## config.mk

```make
export PLATFORM = sky130hd
export DESIGN_NAME = scaled_rect_blit_addr_gen_unit
export DESIGN_NICKNAME = d
export VERILOG_FILES = /design/src/srbag_pkg.sv /design/src/srbag_div.sv /design/src/srbag_dpath.sv /design/src/srbag_ctrl.sv /design/src/scaled_rect_blit_addr_gen_unit.sv
export VERILOG_INCLUDE_DIRS = /design/src /design/src/src
export SDC_FILE = /design/constraint.sdc
export NUM_CORES = 2
export LEC_CHECK = 0
export BUFFER_PORTS_ARGS = -buffer_cell sky130_fd_sc_hd__buf_2
export CAP_MARGIN = 20
export CORE_MARGIN = 2
export CORE_UTILIZATION = 55
export DETAILED_ROUTE_END_ITERATION = 8
export PLACE_DENSITY = 0.76
export SLEW_MARGIN = 20
export SYNTH_ARGS = -nofsm -noshare
export SYNTH_HDL_FRONTEND = slang
export SYNTH_SLANG_ARGS = --single-unit
export TNS_END_PERCENT = 10
```

## constraint.sdc

```tcl
create_clock -name clock -period 4.95 [get_ports clock]
set_input_delay 0.2475 -clock clock [delete_from_list [all_inputs] [get_ports clock]]
set_output_delay 0.2475 -clock clock [all_outputs]
set_load 0.05 [all_outputs]
```

## src/scaled_rect_blit_addr_gen_unit_defines.svh

```systemverilog
// ----------------------------------------------------------------------------
// Assertion macros for the scaled rectangle blit address generator
// Shared helpers that keep the concurrent checks in the RTL short and uniform.
// ----------------------------------------------------------------------------
`ifndef SCALED_RECT_BLIT_ADDR_GEN_UNIT_DEFINES_SVH
`define SCALED_RECT_BLIT_ADDR_GEN_UNIT_DEFINES_SVH

// The consequent must hold in the same cycle as the antecedent.
`define SRBAG_ASSERT_IMPLIES(label, clk, rst, pre, post) \
   label: assert property (@(posedge clk) disable iff (rst) (pre) |-> (post)) \
      else $error("srbag assertion failed");

// The consequent must hold in the cycle after the antecedent.
`define SRBAG_ASSERT_NEXT(label, clk, rst, pre, post) \
   label: assert property (@(posedge clk) disable iff (rst) (pre) |=> (post)) \
      else $error("srbag assertion failed");

`endif

```

## src/srbag_pkg.sv

```systemverilog
// ----------------------------------------------------------------------------
// Scaled rectangle blit address generator package
// Widths, codes, controller states and the command and status bundles.
// ----------------------------------------------------------------------------
package srbag_pkg;

   localparam int COORD_BITS     = 10;
   localparam int ADDR_BITS      = 20;
   localparam int SIZE_BITS      = COORD_BITS + 1;
   localparam int PROD_BITS      = 2 * COORD_BITS;
   localparam int SUM_BITS       = ((ADDR_BITS > PROD_BITS) ? ADDR_BITS : PROD_BITS) + 1;
   localparam int REQ_DATA_BITS  = ((8 * COORD_BITS + 7) / 8) * 8;
   localparam int RSP_DATA_BITS  = ((2 * ADDR_BITS + 7) / 8) * 8;
   localparam int STATUS_BITS    = 3;
   localparam int CSR_INDEX_BITS = 3;
   localparam int CSR_DATA_BITS  = ADDR_BITS;
   localparam int DIV_CNT_BITS   = $clog2(COORD_BITS);
   localparam int NUM_LANES      = 2;

   localparam logic [COORD_BITS-1:0] DST_WIDTH_RESET  = COORD_BITS'(240);
   localparam logic [COORD_BITS-1:0] DST_HEIGHT_RESET = COORD_BITS'(320);
   localparam logic [COORD_BITS-1:0] DST_STRIDE_RESET = COORD_BITS'(240);
   localparam logic [COORD_BITS-1:0] SRC_WIDTH_RESET  = COORD_BITS'(1);
   localparam logic [COORD_BITS-1:0] SRC_HEIGHT_RESET = COORD_BITS'(1);

   typedef enum logic [0:0] {
      CMD_START = 1'b0,
      CMD_STEP  = 1'b1
   } command_type;

   typedef enum logic [STATUS_BITS-1:0] {
      RSP_PAIR     = 3'd0,
      RSP_LAST     = 3'd1,
      RSP_ACCEPTED = 3'd2,
      RSP_REJECTED = 3'd3,
      RSP_IDLE     = 3'd4
   } status_type;

   typedef enum logic [CSR_INDEX_BITS-1:0] {
      CSR_DST_BASE   = 3'd0,
      CSR_DST_WIDTH  = 3'd1,
      CSR_DST_HEIGHT = 3'd2,
      CSR_DST_STRIDE = 3'd3,
      CSR_SRC_BASE   = 3'd4,
      CSR_SRC_WIDTH  = 3'd5,
      CSR_SRC_HEIGHT = 3'd6
   } csr_index_type;

   typedef enum logic [3:0] {
      S_IDLE,
      S_CHECK,
      S_COMMIT,
      S_ACCEPT,
      S_REJECT,
      S_IDLE_REPLY,
      S_MUL,
      S_DIV_INIT,
      S_DIV,
      S_MUL2,
      S_EMIT
   } ctrl_state_type;

   typedef struct packed {
      logic       capture;
      logic       check;
      logic       commit;
      logic       mul;
      logic       div_init;
      logic       div_step;
      logic       mul2;
      logic       advance;
      logic       out_load;
      status_type out_code;
   } ctrl_cmd_type;

   typedef struct packed {
      logic start_ok;
      logic active;
      logic out_free;
   } dp_status_type;

endpackage

```

## src/srbag_div.sv

```systemverilog
// ----------------------------------------------------------------------------
// Two-lane restoring divider
// Divides the column and row products by the destination sizes, one
// quotient bit per lane in each cycle in which step is high.
// ----------------------------------------------------------------------------
module srbag_div (
   input  logic                                                          clock,
   input  logic                                                          init,
   input  logic                                                          step,
   input  logic [srbag_pkg::NUM_LANES-1:0][srbag_pkg::PROD_BITS-1:0]     dividend,
   input  logic [srbag_pkg::NUM_LANES-1:0][srbag_pkg::SIZE_BITS-1:0]     divisor,
   output logic [srbag_pkg::NUM_LANES-1:0][srbag_pkg::COORD_BITS-1:0]    quotient
);
   import srbag_pkg::*;

   logic [NUM_LANES-1:0][SIZE_BITS-1:0]  rem_ff,  rem_in;
   logic [NUM_LANES-1:0][COORD_BITS-1:0] bits_ff, bits_in;
   logic [NUM_LANES-1:0][SIZE_BITS:0]    trial;
   logic [NUM_LANES-1:0][SIZE_BITS:0]    trial_diff;
   logic [NUM_LANES-1:0]                 qbit;

   // The quotient is known to fit COORD_BITS, so the upper half of the
   // dividend is already below the divisor and seeds the remainder.
   always_comb begin
      for (int l = 0; l < NUM_LANES; l++) begin
         trial[l]      = {rem_ff[l], bits_ff[l][COORD_BITS-1]};
         trial_diff[l] = trial[l] - (SIZE_BITS+1)'(divisor[l]);
         qbit[l]       = (trial[l] >= (SIZE_BITS+1)'(divisor[l]));
         rem_in[l]     = rem_ff[l];
         bits_in[l]    = bits_ff[l];
         if (init) begin
            rem_in[l]  = SIZE_BITS'(dividend[l][PROD_BITS-1:COORD_BITS]);
            bits_in[l] = dividend[l][COORD_BITS-1:0];
         end else if (step) begin
            rem_in[l]  = qbit[l] ? trial_diff[l][SIZE_BITS-1:0] : trial[l][SIZE_BITS-1:0];
            bits_in[l] = {bits_ff[l][COORD_BITS-2:0], qbit[l]};
         end
      end
   end

   always_ff @(posedge clock) begin
      rem_ff  <= rem_in;
      bits_ff <= bits_in;
   end

   assign quotient = bits_ff;

endmodule

```

## src/srbag_dpath.sv

```systemverilog
// ----------------------------------------------------------------------------
// Blit address datapath
// Configuration registers, rectangle setup, walk indices, multipliers,
// the shared divider and the result register.
// ----------------------------------------------------------------------------
`include "scaled_rect_blit_addr_gen_unit_defines.svh"

module srbag_dpath (
   input  logic                                  clock,
   input  logic                                  reset,
   input  logic [srbag_pkg::REQ_DATA_BITS-1:0]   req_tdata,
   input  logic                                  csr_valid,
   output logic                                  csr_ready,
   input  logic [srbag_pkg::CSR_INDEX_BITS-1:0]  csr_index,
   input  logic [srbag_pkg::CSR_DATA_BITS-1:0]   csr_data,
   output logic                                  rsp_tvalid,
   input  logic                                  rsp_tready,
   output logic [srbag_pkg::STATUS_BITS-1:0]     rsp_tuser,
   output logic [srbag_pkg::RSP_DATA_BITS-1:0]   rsp_tdata,
   input  srbag_pkg::ctrl_cmd_type               dp_cmd,
   output srbag_pkg::dp_status_type              dp_sts
);
   import srbag_pkg::*;

   function automatic logic [ADDR_BITS-1:0] addr_sum(input logic [SUM_BITS-1:0] a,
                                                      input logic [SUM_BITS-1:0] b,
                                                      input logic [SUM_BITS-1:0] c);
      logic [SUM_BITS-1:0] s;
      s = a + b + c;
      return s[ADDR_BITS-1:0];
   endfunction

   // Configuration registers.
   logic [ADDR_BITS-1:0]  dst_base_ff, src_base_ff;
   logic [COORD_BITS-1:0] dst_width_ff, dst_height_ff, dst_stride_ff;
   logic [COORD_BITS-1:0] src_width_ff, src_height_ff;

   // Captured, ordered rectangle corners.
   logic [COORD_BITS-1:0] c_in [8];
   logic [COORD_BITS-1:0] sx_lo_in, sx_hi_in, sy_lo_in, sy_hi_in;
   logic [COORD_BITS-1:0] dx_lo_in, dx_hi_in, dy_lo_in, dy_hi_in;
   logic [COORD_BITS-1:0] sx_lo_ff, sx_hi_ff, sy_lo_ff, sy_hi_ff;
   logic [COORD_BITS-1:0] dx_lo_ff, dx_hi_ff, dy_lo_ff, dy_hi_ff;

   // Blit state.
   logic                  active_ff, active_in;
   logic [COORD_BITS-1:0] col_ff, col_in, row_ff, row_in;
   logic [SIZE_BITS-1:0]  clip_cols_ff, clip_rows_ff, x_size_ff, y_size_ff;
   logic [COORD_BITS-1:0] x_span_ff, y_span_ff;
   logic [ADDR_BITS-1:0]  src_origin_ff, dst_origin_ff;

   // Products and partial sums.
   logic [PROD_BITS-1:0]  prod_a_ff, prod_b_ff, prod_x_ff, prod_y_ff, prod_d_ff, prod_s_ff;
   logic [ADDR_BITS-1:0]  dst_sum_ff;

   // Result register.
   logic                  rsp_valid_ff, rsp_valid_in;
   status_type            rsp_status_ff, rsp_status_in;
   logic [ADDR_BITS-1:0]  rsp_src_ff, rsp_src_in, rsp_dst_ff, rsp_dst_in;

   logic [NUM_LANES-1:0][COORD_BITS-1:0] quot;
   logic                  start_ok;
   logic [SIZE_BITS-1:0]  dst_width_x, dst_height_x;
   logic [SIZE_BITS-1:0]  col_next, row_next;
   logic                  wrap_col, wrap_row;
   logic                  out_free;
   logic [ADDR_BITS-1:0]  src_addr;

   assign csr_ready = 1'b1;

   // Unpack and order the corner pairs.
   always_comb begin
      for (int i = 0; i < 8; i++) begin
         c_in[i] = req_tdata[i*COORD_BITS +: COORD_BITS];
      end
      sx_lo_in = (c_in[0] > c_in[2]) ? c_in[2] : c_in[0];
      sx_hi_in = (c_in[0] > c_in[2]) ? c_in[0] : c_in[2];
      sy_lo_in = (c_in[1] > c_in[3]) ? c_in[3] : c_in[1];
      sy_hi_in = (c_in[1] > c_in[3]) ? c_in[1] : c_in[3];
      dx_lo_in = (c_in[4] > c_in[6]) ? c_in[6] : c_in[4];
      dx_hi_in = (c_in[4] > c_in[6]) ? c_in[4] : c_in[6];
      dy_lo_in = (c_in[5] > c_in[7]) ? c_in[7] : c_in[5];
      dy_hi_in = (c_in[5] > c_in[7]) ? c_in[5] : c_in[7];
   end

   assign start_ok = (dx_lo_ff < dst_width_ff) && (dy_lo_ff < dst_height_ff) &&
                     (sx_hi_ff < src_width_ff) && (sy_hi_ff < src_height_ff);
   assign dst_width_x  = SIZE_BITS'(dst_width_ff);
   assign dst_height_x = SIZE_BITS'(dst_height_ff);

   // Walk position after this pair.
   assign col_next = SIZE_BITS'(col_ff) + SIZE_BITS'(1);
   assign row_next = SIZE_BITS'(row_ff) + SIZE_BITS'(1);
   assign wrap_col = (col_next >= clip_cols_ff);
   assign wrap_row = wrap_col && (row_next >= clip_rows_ff);

   assign out_free = !rsp_valid_ff || rsp_tready;
   assign src_addr = addr_sum(SUM_BITS'(src_origin_ff), SUM_BITS'(quot[0]),
                              SUM_BITS'(prod_s_ff));

   always_comb begin
      active_in = active_ff;
      col_in    = col_ff;
      row_in    = row_ff;
      // Any start drops the running blit; a good one is armed again at commit.
      if (dp_cmd.check) begin
         active_in = 1'b0;
      end
      if (dp_cmd.commit) begin
         active_in = 1'b1;
         col_in    = '0;
         row_in    = '0;
      end
      if (dp_cmd.advance) begin
         if (wrap_col) begin
            col_in = '0;
            if (wrap_row) begin
               row_in    = '0;
               active_in = 1'b0;
            end else begin
               row_in = row_next[COORD_BITS-1:0];
            end
         end else begin
            col_in = col_next[COORD_BITS-1:0];
         end
      end
   end

   always_comb begin
      rsp_valid_in  = rsp_valid_ff && !rsp_tready;
      rsp_status_in = rsp_status_ff;
      rsp_src_in    = rsp_src_ff;
      rsp_dst_in    = rsp_dst_ff;
      if (dp_cmd.out_load) begin
         rsp_valid_in = 1'b1;
         if (dp_cmd.out_code == RSP_PAIR) begin
            rsp_status_in = wrap_row ? RSP_LAST : RSP_PAIR;
            rsp_src_in    = src_addr;
            rsp_dst_in    = dst_sum_ff;
         end else begin
            rsp_status_in = dp_cmd.out_code;
            rsp_src_in    = '0;
            rsp_dst_in    = '0;
         end
      end
   end

   // Control state and configuration.
   always_ff @(posedge clock) begin
      if (reset) begin
         active_ff     <= 1'b0;
         rsp_valid_ff  <= 1'b0;
         dst_base_ff   <= '0;
         dst_width_ff  <= DST_WIDTH_RESET;
         dst_height_ff <= DST_HEIGHT_RESET;
         dst_stride_ff <= DST_STRIDE_RESET;
         src_base_ff   <= '0;
         src_width_ff  <= SRC_WIDTH_RESET;
         src_height_ff <= SRC_HEIGHT_RESET;
      end else begin
         active_ff    <= active_in;
         rsp_valid_ff <= rsp_valid_in;
         if (csr_valid && csr_ready) begin
            case (csr_index_type'(csr_index))
               CSR_DST_BASE:   dst_base_ff   <= csr_data[ADDR_BITS-1:0];
               CSR_DST_WIDTH:  dst_width_ff  <= csr_data[COORD_BITS-1:0];
               CSR_DST_HEIGHT: dst_height_ff <= csr_data[COORD_BITS-1:0];
               CSR_DST_STRIDE: dst_stride_ff <= csr_data[COORD_BITS-1:0];
               CSR_SRC_BASE:   src_base_ff   <= csr_data[ADDR_BITS-1:0];
               CSR_SRC_WIDTH:  src_width_ff  <= csr_data[COORD_BITS-1:0];
               CSR_SRC_HEIGHT: src_height_ff <= csr_data[COORD_BITS-1:0];
               default: begin
               end
            endcase
         end
      end
   end

   // Payload registers.
   always_ff @(posedge clock) begin
      col_ff        <= col_in;
      row_ff        <= row_in;
      rsp_status_ff <= rsp_status_in;
      rsp_src_ff    <= rsp_src_in;
      rsp_dst_ff    <= rsp_dst_in;
      if (dp_cmd.capture) begin
         sx_lo_ff <= sx_lo_in;
         sx_hi_ff <= sx_hi_in;
         sy_lo_ff <= sy_lo_in;
         sy_hi_ff <= sy_hi_in;
         dx_lo_ff <= dx_lo_in;
         dx_hi_ff <= dx_hi_in;
         dy_lo_ff <= dy_lo_in;
         dy_hi_ff <= dy_hi_in;
      end
      if (dp_cmd.check && start_ok) begin
         // A far corner at or past the surface edge clips to the edge.
         clip_cols_ff <= (dx_hi_ff >= dst_width_ff) ? dst_width_x - SIZE_BITS'(dx_lo_ff)
                         : SIZE_BITS'(dx_hi_ff) - SIZE_BITS'(dx_lo_ff) + SIZE_BITS'(1);
         clip_rows_ff <= (dy_hi_ff >= dst_height_ff) ? dst_height_x - SIZE_BITS'(dy_lo_ff)
                         : SIZE_BITS'(dy_hi_ff) - SIZE_BITS'(dy_lo_ff) + SIZE_BITS'(1);
         x_size_ff    <= SIZE_BITS'(dx_hi_ff) - SIZE_BITS'(dx_lo_ff) + SIZE_BITS'(1);
         y_size_ff    <= SIZE_BITS'(dy_hi_ff) - SIZE_BITS'(dy_lo_ff) + SIZE_BITS'(1);
         x_span_ff    <= sx_hi_ff - sx_lo_ff;
         y_span_ff    <= sy_hi_ff - sy_lo_ff;
         prod_a_ff    <= PROD_BITS'(sy_lo_ff) * PROD_BITS'(src_width_ff);
         prod_b_ff    <= PROD_BITS'(dy_lo_ff) * PROD_BITS'(dst_stride_ff);
      end
      if (dp_cmd.commit) begin
         src_origin_ff <= addr_sum(SUM_BITS'(src_base_ff), SUM_BITS'(sx_lo_ff),
                                   SUM_BITS'(prod_a_ff));
         dst_origin_ff <= addr_sum(SUM_BITS'(dst_base_ff), SUM_BITS'(dx_lo_ff),
                                   SUM_BITS'(prod_b_ff));
      end
      if (dp_cmd.mul) begin
         prod_x_ff <= PROD_BITS'(col_ff) * PROD_BITS'(x_span_ff);
         prod_y_ff <= PROD_BITS'(row_ff) * PROD_BITS'(y_span_ff);
         prod_d_ff <= PROD_BITS'(row_ff) * PROD_BITS'(dst_stride_ff);
      end
      if (dp_cmd.mul2) begin
         // Source stride is read here, at each step.
         prod_s_ff  <= PROD_BITS'(quot[1]) * PROD_BITS'(src_width_ff);
         dst_sum_ff <= addr_sum(SUM_BITS'(dst_origin_ff), SUM_BITS'(col_ff),
                                SUM_BITS'(prod_d_ff));
      end
   end

   srbag_div u_div (
      .clock    (clock),
      .init     (dp_cmd.div_init),
      .step     (dp_cmd.div_step),
      .dividend ({prod_y_ff, prod_x_ff}),
      .divisor  ({y_size_ff, x_size_ff}),
      .quotient (quot)
   );

   assign dp_sts.start_ok = start_ok;
   assign dp_sts.active   = active_ff;
   assign dp_sts.out_free = out_free;

   assign rsp_tvalid = rsp_valid_ff;
   assign rsp_tuser  = rsp_status_ff;
   assign rsp_tdata  = RSP_DATA_BITS'({rsp_dst_ff, rsp_src_ff});

   `SRBAG_ASSERT_IMPLIES(a_col_in_clip, clock, reset, active_ff, SIZE_BITS'(col_ff) < clip_cols_ff)
   `SRBAG_ASSERT_IMPLIES(a_row_in_clip, clock, reset, active_ff, SIZE_BITS'(row_ff) < clip_rows_ff)
   `SRBAG_ASSERT_IMPLIES(a_non_pair_zero, clock, reset, rsp_valid_ff && rsp_status_ff != RSP_PAIR && rsp_status_ff != RSP_LAST, rsp_src_ff == '0 && rsp_dst_ff == '0)

endmodule

```

## src/srbag_ctrl.sv

```systemverilog
// ----------------------------------------------------------------------------
// Blit address controller
// Sequences setup of a start command and the multiply, divide and add
// steps of a pixel step, one word at a time.
// ----------------------------------------------------------------------------
`include "scaled_rect_blit_addr_gen_unit_defines.svh"

module srbag_ctrl (
   input  logic                      clock,
   input  logic                      reset,
   input  logic                      req_tvalid,
   input  logic                      req_tuser,
   output logic                      req_tready,
   input  srbag_pkg::dp_status_type  dp_sts,
   output srbag_pkg::ctrl_cmd_type   dp_cmd
);
   import srbag_pkg::*;

   localparam logic [DIV_CNT_BITS-1:0] CNT_LAST = DIV_CNT_BITS'(COORD_BITS - 1);

   ctrl_state_type          state_ff, state_in;
   logic [DIV_CNT_BITS-1:0] cnt_ff, cnt_in;

   always_ff @(posedge clock) begin
      if (reset) begin
         state_ff <= S_IDLE;
         cnt_ff   <= '0;
      end else begin
         state_ff <= state_in;
         cnt_ff   <= cnt_in;
      end
   end

   always_comb begin
      state_in        = state_ff;
      cnt_in          = cnt_ff;
      req_tready      = 1'b0;
      dp_cmd          = '0;
      dp_cmd.out_code = RSP_IDLE;
      case (state_ff)
         S_IDLE: begin
            req_tready = 1'b1;
            if (req_tvalid) begin
               dp_cmd.capture = 1'b1;
               if (command_type'(req_tuser) == CMD_START) begin
                  state_in = S_CHECK;
               end else if (dp_sts.active) begin
                  state_in = S_MUL;
               end else begin
                  state_in = S_IDLE_REPLY;
               end
            end
         end
         S_CHECK: begin
            dp_cmd.check = 1'b1;
            state_in     = dp_sts.start_ok ? S_COMMIT : S_REJECT;
         end
         S_COMMIT: begin
            dp_cmd.commit = 1'b1;
            state_in      = S_ACCEPT;
         end
         S_ACCEPT: begin
            if (dp_sts.out_free) begin
               dp_cmd.out_load = 1'b1;
               dp_cmd.out_code = RSP_ACCEPTED;
               state_in        = S_IDLE;
            end
         end
         S_REJECT: begin
            if (dp_sts.out_free) begin
               dp_cmd.out_load = 1'b1;
               dp_cmd.out_code = RSP_REJECTED;
               state_in        = S_IDLE;
            end
         end
         S_IDLE_REPLY: begin
            if (dp_sts.out_free) begin
               dp_cmd.out_load = 1'b1;
               dp_cmd.out_code = RSP_IDLE;
               state_in        = S_IDLE;
            end
         end
         S_MUL: begin
            dp_cmd.mul = 1'b1;
            state_in   = S_DIV_INIT;
         end
         S_DIV_INIT: begin
            dp_cmd.div_init = 1'b1;
            cnt_in          = '0;
            state_in        = S_DIV;
         end
         S_DIV: begin
            dp_cmd.div_step = 1'b1;
            if (cnt_ff == CNT_LAST) begin
               state_in = S_MUL2;
            end else begin
               cnt_in = cnt_ff + DIV_CNT_BITS'(1);
            end
         end
         S_MUL2: begin
            dp_cmd.mul2 = 1'b1;
            state_in    = S_EMIT;
         end
         S_EMIT: begin
            if (dp_sts.out_free) begin
               dp_cmd.out_load = 1'b1;
               dp_cmd.out_code = RSP_PAIR;
               dp_cmd.advance  = 1'b1;
               state_in        = S_IDLE;
            end
         end
         default: begin
            state_in = S_IDLE;
         end
      endcase
   end

   `SRBAG_ASSERT_NEXT(a_one_word_at_a_time, clock, reset, req_tvalid && req_tready, !req_tready)
   `SRBAG_ASSERT_IMPLIES(a_div_count_bound, clock, reset, state_ff == S_DIV, cnt_ff <= CNT_LAST)
   `SRBAG_ASSERT_IMPLIES(a_div_after_init, clock, reset, dp_cmd.div_step, $past(dp_cmd.div_init) || $past(dp_cmd.div_step))

endmodule

```

## src/scaled_rect_blit_addr_gen_unit.sv

```systemverilog
// ----------------------------------------------------------------------------
// Scaled rectangle blit address generator
// Produces source and destination word addresses for a nearest-neighbor
// scaled copy of a rectangle of 16-bit pixels.
// ----------------------------------------------------------------------------
// A start word (tuser 0) carries a source and a destination rectangle whose
// corners may come in either order. The block orders them, rejects the blit
// when the destination origin or the source far corner lies outside its
// surface, clips the destination to the surface, and answers with one word
// of status accepted or rejected. Each step word (tuser 1) then returns one
// source/destination address pair in row-major destination order, the last
// one flagged; a step with no blit armed answers idle. A start while a blit
// is running ends it, and an accepted start replaces it. Every request word
// yields exactly one response word. A start is captured, checked and, if
// good, committed before its status reaches the response register. A step's
// source offsets are index * span / size; both quotients come from a shared
// two-lane restoring divider retiring one quotient bit per cycle, which the
// step reaches after acceptance, a multiply and a divider load, and leaves
// through a multiply and an add. A new request word is taken only once the
// previous one has reached the response register, which may still be waiting
// on rsp_tready. The user must write configuration through the csr port only
// while no blit work is in flight, which the block does not enforce; the
// source width and destination stride are read live at every step.
module scaled_rect_blit_addr_gen_unit (
   input  logic                                  clock,
   input  logic                                  reset,
   // Request stream.
   input  logic                                  req_tvalid,
   output logic                                  req_tready,
   // tdata from bit 0 up: src_left, src_top, src_right, src_bottom,
   // dst_left, dst_top, dst_right, dst_bottom.
   input  logic [srbag_pkg::REQ_DATA_BITS-1:0]   req_tdata,
   // tuser: command.
   input  logic                                  req_tuser,
   // Response stream.
   output logic                                  rsp_tvalid,
   input  logic                                  rsp_tready,
   // tdata from bit 0 up: src_addr, dst_addr, zero-padded to whole bytes.
   output logic [srbag_pkg::RSP_DATA_BITS-1:0]   rsp_tdata,
   // tuser: status.
   output logic [srbag_pkg::STATUS_BITS-1:0]     rsp_tuser,
   // Configuration write channel.
   input  logic                                  csr_valid,
   output logic                                  csr_ready,
   input  logic [srbag_pkg::CSR_INDEX_BITS-1:0]  csr_index,
   input  logic [srbag_pkg::CSR_DATA_BITS-1:0]   csr_data
);
   import srbag_pkg::*;

   ctrl_cmd_type  dp_cmd;
   dp_status_type dp_sts;

   // The controller owns the request handshake and sequencing.
   srbag_ctrl u_ctrl (
      .clock      (clock),
      .reset      (reset),
      .req_tvalid (req_tvalid),
      .req_tuser  (req_tuser),
      .req_tready (req_tready),
      .dp_sts     (dp_sts),
      .dp_cmd     (dp_cmd)
   );

   // The datapath holds configuration, blit state and the response register.
   srbag_dpath u_dpath (
      .clock      (clock),
      .reset      (reset),
      .req_tdata  (req_tdata),
      .csr_valid  (csr_valid),
      .csr_ready  (csr_ready),
      .csr_index  (csr_index),
      .csr_data   (csr_data),
      .rsp_tvalid (rsp_tvalid),
      .rsp_tready (rsp_tready),
      .rsp_tuser  (rsp_tuser),
      .rsp_tdata  (rsp_tdata),
      .dp_cmd     (dp_cmd),
      .dp_sts     (dp_sts)
   );

endmodule
```

Yosys cells after proc, flatten, opt, wreduce, memory -nomap -nowiden
Cells that the tools add are included.
{"block": "word_totals", "ff_bits": 529, "input_bits": 109, "output_inout_bits": 46, "wordCells": 191}
{"block": "op_classes", "add_sub_neg": 21, "mul": 6, "order_cmp": 14, "n_eq_ne": 21, "muxes": 59, "n_reduce_logical": 25}
{"operator": "$mux W10", "count": 23}
{"operator": "$mul A10 B10 Y20", "count": 6}
{"operator": "$add A20 B10 Y20", "count": 4}
{"operator": "$add A20 B20 Y20", "count": 4}
{"operator": "$mux W11", "count": 4}
{"operator": "$sub A10 B10 Y11", "count": 4}
{"operator": "$gt A10 B10 Y1", "count": 4}
{"operator": "$lt A10 B10 Y1", "count": 4}
{"operator": "$pmux W4 S8", "count": 1}
{"operator": "$mux W4", "count": 7}
{"operator": "$ge A12 B11 Y1", "count": 2}
{"operator": "$add A10 B1 Y11 const B", "count": 2}
{"operator": "$add A11 B1 Y11 const B", "count": 2}
{"operator": "$ge A11 B11 Y1", "count": 2}
{"operator": "$sub A11 B11 Y11", "count": 2}
{"operator": "$ge A10 B10 Y1", "count": 2}
{"operator": "$sub A10 B10 Y10", "count": 2}
{"operator": "$mux W1", "count": 17}
{"operator": "$eq A4 B3 Y1 const B", "count": 4}
{"operator": "$eq A4 B4 Y1 const B", "count": 4}
{"operator": "$pmux W4 S4", "count": 1}
{"operator": "$reduce_and A2 Y1", "count": 8}
{"operator": "$eq A3 B3 Y1 const B", "count": 3}
{"operator": "$mux W3", "count": 3}
{"operator": "other kinds (18)", "count": 31}

Depth between registers and ports, before layout
{"block": "depth", "depth_word": 7, "ltp_mapped": 22, "ltp_nobuf": 20}

Modules after synthesis
A second synthesis with hierarchy kept.
{"block": "unflattened", "cells_unflattened": 4960, "area_unflattened_um2": 49636.4}
{"mod": "srbag_dpath", "instances": 1, "cells_each": 4556, "area_per_inst_um2": 45767.6, "seq_area_each_um2": 13362.8}
{"mod": "srbag_div", "instances": 1, "cells_each": 311, "area_per_inst_um2": 3165.5, "seq_area_each_um2": 1241.2}
{"mod": "srbag_ctrl", "instances": 1, "cells_each": 93, "area_per_inst_um2": 703.2, "seq_area_each_um2": 160.2}

Worst setup path after synthesis
No wires, ideal clock.
{"block": "synth_timing", "kind": "register to register", "start": "register u_dpath.src_width_ff[3]", "end": "register u_dpath.prod_a_ff[19] (data pin)", "setup_ps": 266, "arrival_ps": 5217, "t_required_ps": 4684, "setup_slack_ps": -533, "stages_incl_launch_ff": 22, "n_path_buf": 2, "period_less_slack_ps": 5483, "cell_sequence": "dfxtp_1 clkbuf_1 clkbuf_1 nand2_1 fa_1 inv_1 fa_1 inv_1 fa_1 inv_1 fa_1 inv_1 fa_1 inv_1 ha_1 or3_1 a311oi_1 o21ai_1 a31o_2 o41ai_4 mux2i_1 nand4_1"}
{"block": "synth_between", "elab_chain_len": 1}
{"item": "start, declared", "line_no": "srbag_dpath.sv:36", "source": "logic [COORD_BITS-1:0] src_width_ff, src_height_ff;"}
{"item": "start signal, assigned", "line_no": "srbag_dpath.sv:170", "source": "CSR_SRC_WIDTH: src_width_ff <= csr_data[COORD_BITS-1:0];"}
{"item": "$mul A10 B10 Y20", "line_no": "srbag_dpath.sv:206", "source": "prod_a_ff <= PROD_BITS'(sy_lo_ff) * PROD_BITS'(src_width_ff);"}
{"item": "end signal, assigned", "line_no": "srbag_dpath.sv:206"}
{"item": "end, declared", "line_no": "srbag_dpath.sv:53", "source": "logic [PROD_BITS-1:0] prod_a_ff, prod_b_ff, prod_x_ff, prod_y_ff, prod_d_ff, prod_s_ff;"}
Every way passes these cells.
A chain may end at the register's enable or synchronous reset.

Final worst setup path
{"block": "layout_timing", "start": "register u_dpath.sy_lo_ff[7]", "end": "register u_dpath.prod_a_ff[19] (data pin)"}
{"block": "layout_between", "elab_chain_len": 1}
{"item": "start, declared", "line_no": "srbag_dpath.sv:42", "source": "logic [COORD_BITS-1:0] sx_lo_ff, sx_hi_ff, sy_lo_ff, sy_hi_ff;"}
{"item": "start signal, assigned", "line_no": "srbag_dpath.sv:189", "source": "sy_lo_ff <= sy_lo_in;"}
{"item": "$mul A10 B10 Y20", "line_no": "srbag_dpath.sv:206"}
Every way passes these cells.

==> PnR_summary.wiki <==
{| class="wikitable"
! Metric !! Value
|-
| Count of clock tree sinks || 529
|-
| Ports || 155
|-
| Syn Area/Cell || 9.87 sq um
|-
| Final clock skew || 0.0144 ns
|-
| Source-to-sink clock delay at the later pin of the worst-skew pair || 0.67 ns
|-
| RR Startpoint || u_dpath.sy_lo_ff[7]$_DFFE_PP_
|-
| Area of combinational cells with multiple inputs || 32000 sq um
|-
| Buffers added on ports || 153
|-
| Highest clock rate || 190 MHz
|-
| Register area share after synthesis || 29.9%
|-
| Netlist cell types || 81
|-
| Storage cell area || 14800 sq um
|-
| Proportion of register bits with asynchronous set or reset after synthesis || 0%
|-
| Post-synthesis cell type with the largest combined area || sky130_fd_sc_hd__edfxtp_1
|-
| Weighted congestion at the end of routability-driven global placement || 0.968
|-
| Crit-path most repeated cell || sky130_fd_sc_hd__fa_1
|-
| CP top delay family || adder cells
|-
| Total number of cells along the worst setup path || 19
|-
| Required time of the critical path || 5.36 ns
|-
| Clock buffer count from CTS || 60
|-
| EDFF count, synth || 417
|-
| Nets in the synthesized netlist || 6168
|-
| Chip Height || 303 um
|-
| Number of placed instances, taps included || 6451
|-
| Worst endpoint data arrival time || 5.67 ns
|-
| Run status || finished with violations
|-
| Critical path start-end classification || reg -> reg
|-
| Start point of the critical path || u_dpath.sy_lo_ff[7]$_DFFE_PP_
|-
| First-pass GRT wire length || 213000 um
|-
| Drt pass-1 iters || 6
|-
| Leading cell types in the layout, fill and taps excluded || sky130_fd_sc_hd__ha_1, sky130_fd_sc_hd__inv_1, sky130_fd_sc_hd__nand2_1, sky130_fd_sc_hd__fa_1, sky130_fd_sc_hd__edfxtp_1
|-
| Register bit count reported by yosys || 529
|-
| Bufs and invs on worst path || 5
|-
| CP Launch Type || flip-flop
|-
| Buffer levels on the longest clock path || 3
|-
| Remaining global-route overflow || 0
|-
| Largest register FFs || 22
|-
| Pin slew with the least headroom to its limit || 1.09 ns
|-
| CTS H-tree depth || 2
|-
| Synth Flop Type || sky130_fd_sc_hd__edfxtp_1
|-
| Final setup slack of the worst path || -0.311 ns
|-
| Endpoint of the worst register-to-register path || u_dpath.prod_a_ff[19]$_DFFE_PP_
|-
| Power density normalized to cell area || 472 nW/um^2
|-
| Detailed-route wire length per cell || 20.4 um
|-
| Final hold slack || 0.0410 ns
|-
| Leakage dissipation || 27.1 nW
|-
| Global-route total usage across every layer || 30.0%
|-
| Filler cell count || 6969
|-
| Worst vdd ir || 0.000735 V
|-
| TritonCTS clock tree || yes
|-
| Critical Path Max Stage Delay || 0.56 ns
|-
| Count of placed standard cells in the final layout, fillers left out || 6690
|-
| Core region area || 88600 sq um
|-
| Remaining design rule violation count || 0
|-
| Die X || 303 um
|-
| RSZ-0062 raised after global routing || true
|-
| Initial antenna violation count || 9
|-
| Rel. slew slack || 26.7%
|-
| Core utilization of the finished layout || 64.4%
|-
| Number of global-route vias before repair || 38700
|-
| Detailed-route via count || 38200
|-
| Cells after Synth || 4995
|-
| Most common cell after layout, fill and taps aside || sky130_fd_sc_hd__ha_1
|-
| Post-synth design cell area || 49300 sq um
|-
| Kind of end point of the critical path || flip-flop
|-
| Clock root buffer || sky130_fd_sc_hd__clkbuf_16
|-
| # setup viols final || 21
|-
| Worst min-delay path class || in -> reg
|-
| Violations in the final reports || setup timing
|-
| Net count, final || 6643
|-
| Number of cells traversed by the worst register-to-register path || 19
|-
| Antenna Violating Nets Remaining || 0
|-
| Yosys synthesis warning count || 0
|-
| Post-DP Area || 53300 sq um
|-
| Final Max Slew Viols || 0
|-
| Largest fanout on the critical path || 2
|-
| Fraction of final layout cells sized beyond drive strength 1 || 13.5%
|-
| Leading post-synthesis cells by cell area || sky130_fd_sc_hd__edfxtp_1, sky130_fd_sc_hd__fa_1, sky130_fd_sc_hd__ha_1
|-
| Total Routed Length || 136000 um
|-
| Largest register by flop count || u_dpath.u_div.rem_ff
|-
| Clock transition at the register clock pins on the worst setup and hold paths after CTS || 0.07 ns
|-
| Starting density of the core || 55.6%
|-
| HPWL reported at the end of detailed placement || 106000 um
|-
| Shortest clock period the worst path allows after layout || 5.26 ns
|-
| Full die area || 92100 sq um
|-
| Vias per Instance || 5.71
|-
| Area share of the leading cell type in the synthesized netlist || 25.4%
|-
| Count of routing violations after the opening detailed-route iteration || 2972
|-
| Post-route clock period utilization || 106%
|-
| Number of placement rows || 109
|-
| Number of failing hold endpoints at the final stage || 0
|-
| Critical-path cell with the highest stage delay || sky130_fd_sc_hd__fa_1
|-
| Minimum setup slack among reg-to-reg paths || -0.31 ns
|-
| Non-Filler Cell Area, Final || 57100 sq um
|-
| CP cell instances || nand2_2 -> fa_1 -> inv_2 -> fa_1 -> inv_2 -> fa_1 -> inv_1 -> fa_1 -> inv_1 -> fa_1 -> inv_1 -> ha_2 -> or3_4 -> a311oi_2 -> o21ai_1 -> a31o_2 -> o41ai_4 -> mux2i_1 -> nand4_1
|-
| Critical path capture point || u_dpath.prod_a_ff[19]$_DFFE_PP_
|-
| Max-cap check violation count || 0
|-
| Area growth from synthesis to layout || 15.8%
|-
| Pin count of the biggest net entering global routing || 62
|}
==> what timing repair did <==
action / CTS / global route
endpoints found under the setup margin: 29 / 49
resized for setup: 31 / 64
pin swaps: 22 / 27
hold buffers: 114 / 0
cloned: 0 / 0
hold endpoints to repair: 100 / 0
setup buffers: 3 / 5
==> metal layers <==
metal  vias to the layer above  share of wire, %  global-route usage (%)
li1                      17700                 -                       -
met4                         2               4.1                    11.0
met1                     18700                41                    39.4
met5                         -            0.0088                       0
met3                       323               7.9                    5.14
met2                      1422                47                    50.0
==> worst min path at each step <==
stage	depth (start not counted)	slack [ns]	from	to
2_1_floorplan	2	0.37	csr_data[4]	u_dpath.dst_stride_ff[4]$_SDFFE_PP1P_
3_5_place_dp	2	0.45	u_dpath.src_height_ff[2]$_SDFFE_PP0P_	u_dpath.src_height_ff[2]$_SDFFE_PP0P_
3_3_place_gp	2	0.44	u_dpath.src_height_ff[1]$_SDFFE_PP0P_	u_dpath.src_height_ff[1]$_SDFFE_PP0P_
4_1_cts	3	0.009	req_tdata[22]	u_dpath.sx_lo_ff[2]$_DFFE_PP_
6_report	3	0.04	csr_data[0]	u_dpath.dst_height_ff[0]$_SDFFE_PP0P_
5_1_grt	3	0.06	req_tdata[22]	u_dpath.sx_lo_ff[2]$_DFFE_PP_
==> cell type report <==
type,count,share of cell area (%)
tap,1165,2.55
multi-input combinational,3687,56.1
inverter,624,4.11
antenna,3,0.0132
clock inverter,46,1.07
timing repair buffer,568,7.52
clock buffer,68,2.76
sequential,529,25.9
==> synth_stat cells (11+ instances only) <==
cell and count:
sky130_fd_sc_hd__a211oi_1 17, sky130_fd_sc_hd__o31ai_1 16, sky130_fd_sc_hd__mux2_2 52, sky130_fd_sc_hd__or3_1 26, sky130_fd_sc_hd__and2_1 370, sky130_fd_sc_hd__a21o_1 48, sky130_fd_sc_hd__o21ai_0 147, sky130_fd_sc_hd__o21ai_1 14
sky130_fd_sc_hd__nand2b_1 38, sky130_fd_sc_hd__clkbuf_1 147, sky130_fd_sc_hd__a21boi_0 16, sky130_fd_sc_hd__nand4_1 21, sky130_fd_sc_hd__nand3_1 76, sky130_fd_sc_hd__nor4_1 14, sky130_fd_sc_hd__nor3_1 78, sky130_fd_sc_hd__o21bai_1 17
sky130_fd_sc_hd__xnor2_1 148, sky130_fd_sc_hd__inv_1 616, sky130_fd_sc_hd__a31oi_1 11, sky130_fd_sc_hd__mux2i_1 25, sky130_fd_sc_hd__dfxtp_1 112, sky130_fd_sc_hd__fa_1 424, sky130_fd_sc_hd__a21oi_1 252, sky130_fd_sc_hd__ha_1 640
sky130_fd_sc_hd__xor2_1 67, sky130_fd_sc_hd__edfxtp_1 417, sky130_fd_sc_hd__and3_1 55, sky130_fd_sc_hd__o21a_1 39, sky130_fd_sc_hd__nor2_1 261, sky130_fd_sc_hd__nor2b_1 48, sky130_fd_sc_hd__nand2_1 601, sky130_fd_sc_hd__o211ai_1 27
==> report_power, final <==
| part | leakage [nW] | total (mW) | internal [mW] | switching (mW) |
|---|---|---|---|---|
| combinational | 21.4 | 15.1 | 6.42 | 8.72 |
| sequential | 4.71 | 6.81 | 6.30 | 0.514 |
| clock | 1.06 | 4.98 | 2.94 | 2.04 |
| total | 27.1 | 26.9 | 15.7 | 11.3 |
==> per-stage QoR <==
stage	TNS, ns	setup WS, ns	total power [mW]
after floorplan	-1.51	-0.224	16.5
after global placement	-2.90	-0.315	21.0
after detailed placement	-4.81	-0.374	21.3
after CTS	-2.52	-0.357	26.6
after global routing	-7.94	-0.490	28.9
final	-2.13	-0.311	26.9
==> logic make-up after synthesis <==
| kind of cell | count (synthesis) | share of synthesized area [%] |
|---|---|---|
| and+or+nand+nor | 1611 | 15.7 |
| AOI/OAI and AO/OA | 719 | 9.41 |
| adders and majority gates | 1064 | 33.5 |
| buffers and inverters | 779 | 5.95 |
| other | 1 | 0.00760 |
| muxes | 77 | 1.69 |
| DFF | 529 | 29.9 |
| xor gates and xnor gates | 215 | 3.82 |
==> worst register-to-register path, cell delays in order (launching register included) <==
cell and delay (ns):
sky130_fd_sc_hd__edfxtp_1 0.37, sky130_fd_sc_hd__nand2_2 0.07, sky130_fd_sc_hd__fa_1 0.56, sky130_fd_sc_hd__inv_2 0.05, sky130_fd_sc_hd__fa_1 0.51, sky130_fd_sc_hd__inv_2 0.04, sky130_fd_sc_hd__fa_1 0.52, sky130_fd_sc_hd__inv_1 0.05
sky130_fd_sc_hd__fa_1 0.51, sky130_fd_sc_hd__inv_1 0.06, sky130_fd_sc_hd__fa_1 0.47, sky130_fd_sc_hd__inv_1 0.05, sky130_fd_sc_hd__ha_2 0.17, sky130_fd_sc_hd__or3_4 0.39, sky130_fd_sc_hd__a311oi_2 0.25, sky130_fd_sc_hd__o21ai_1 0.12
sky130_fd_sc_hd__a31o_2 0.24, sky130_fd_sc_hd__o41ai_4 0.24, sky130_fd_sc_hd__mux2i_1 0.24, sky130_fd_sc_hd__nand4_1 0.09
Power figures use the tool's default switching activity.
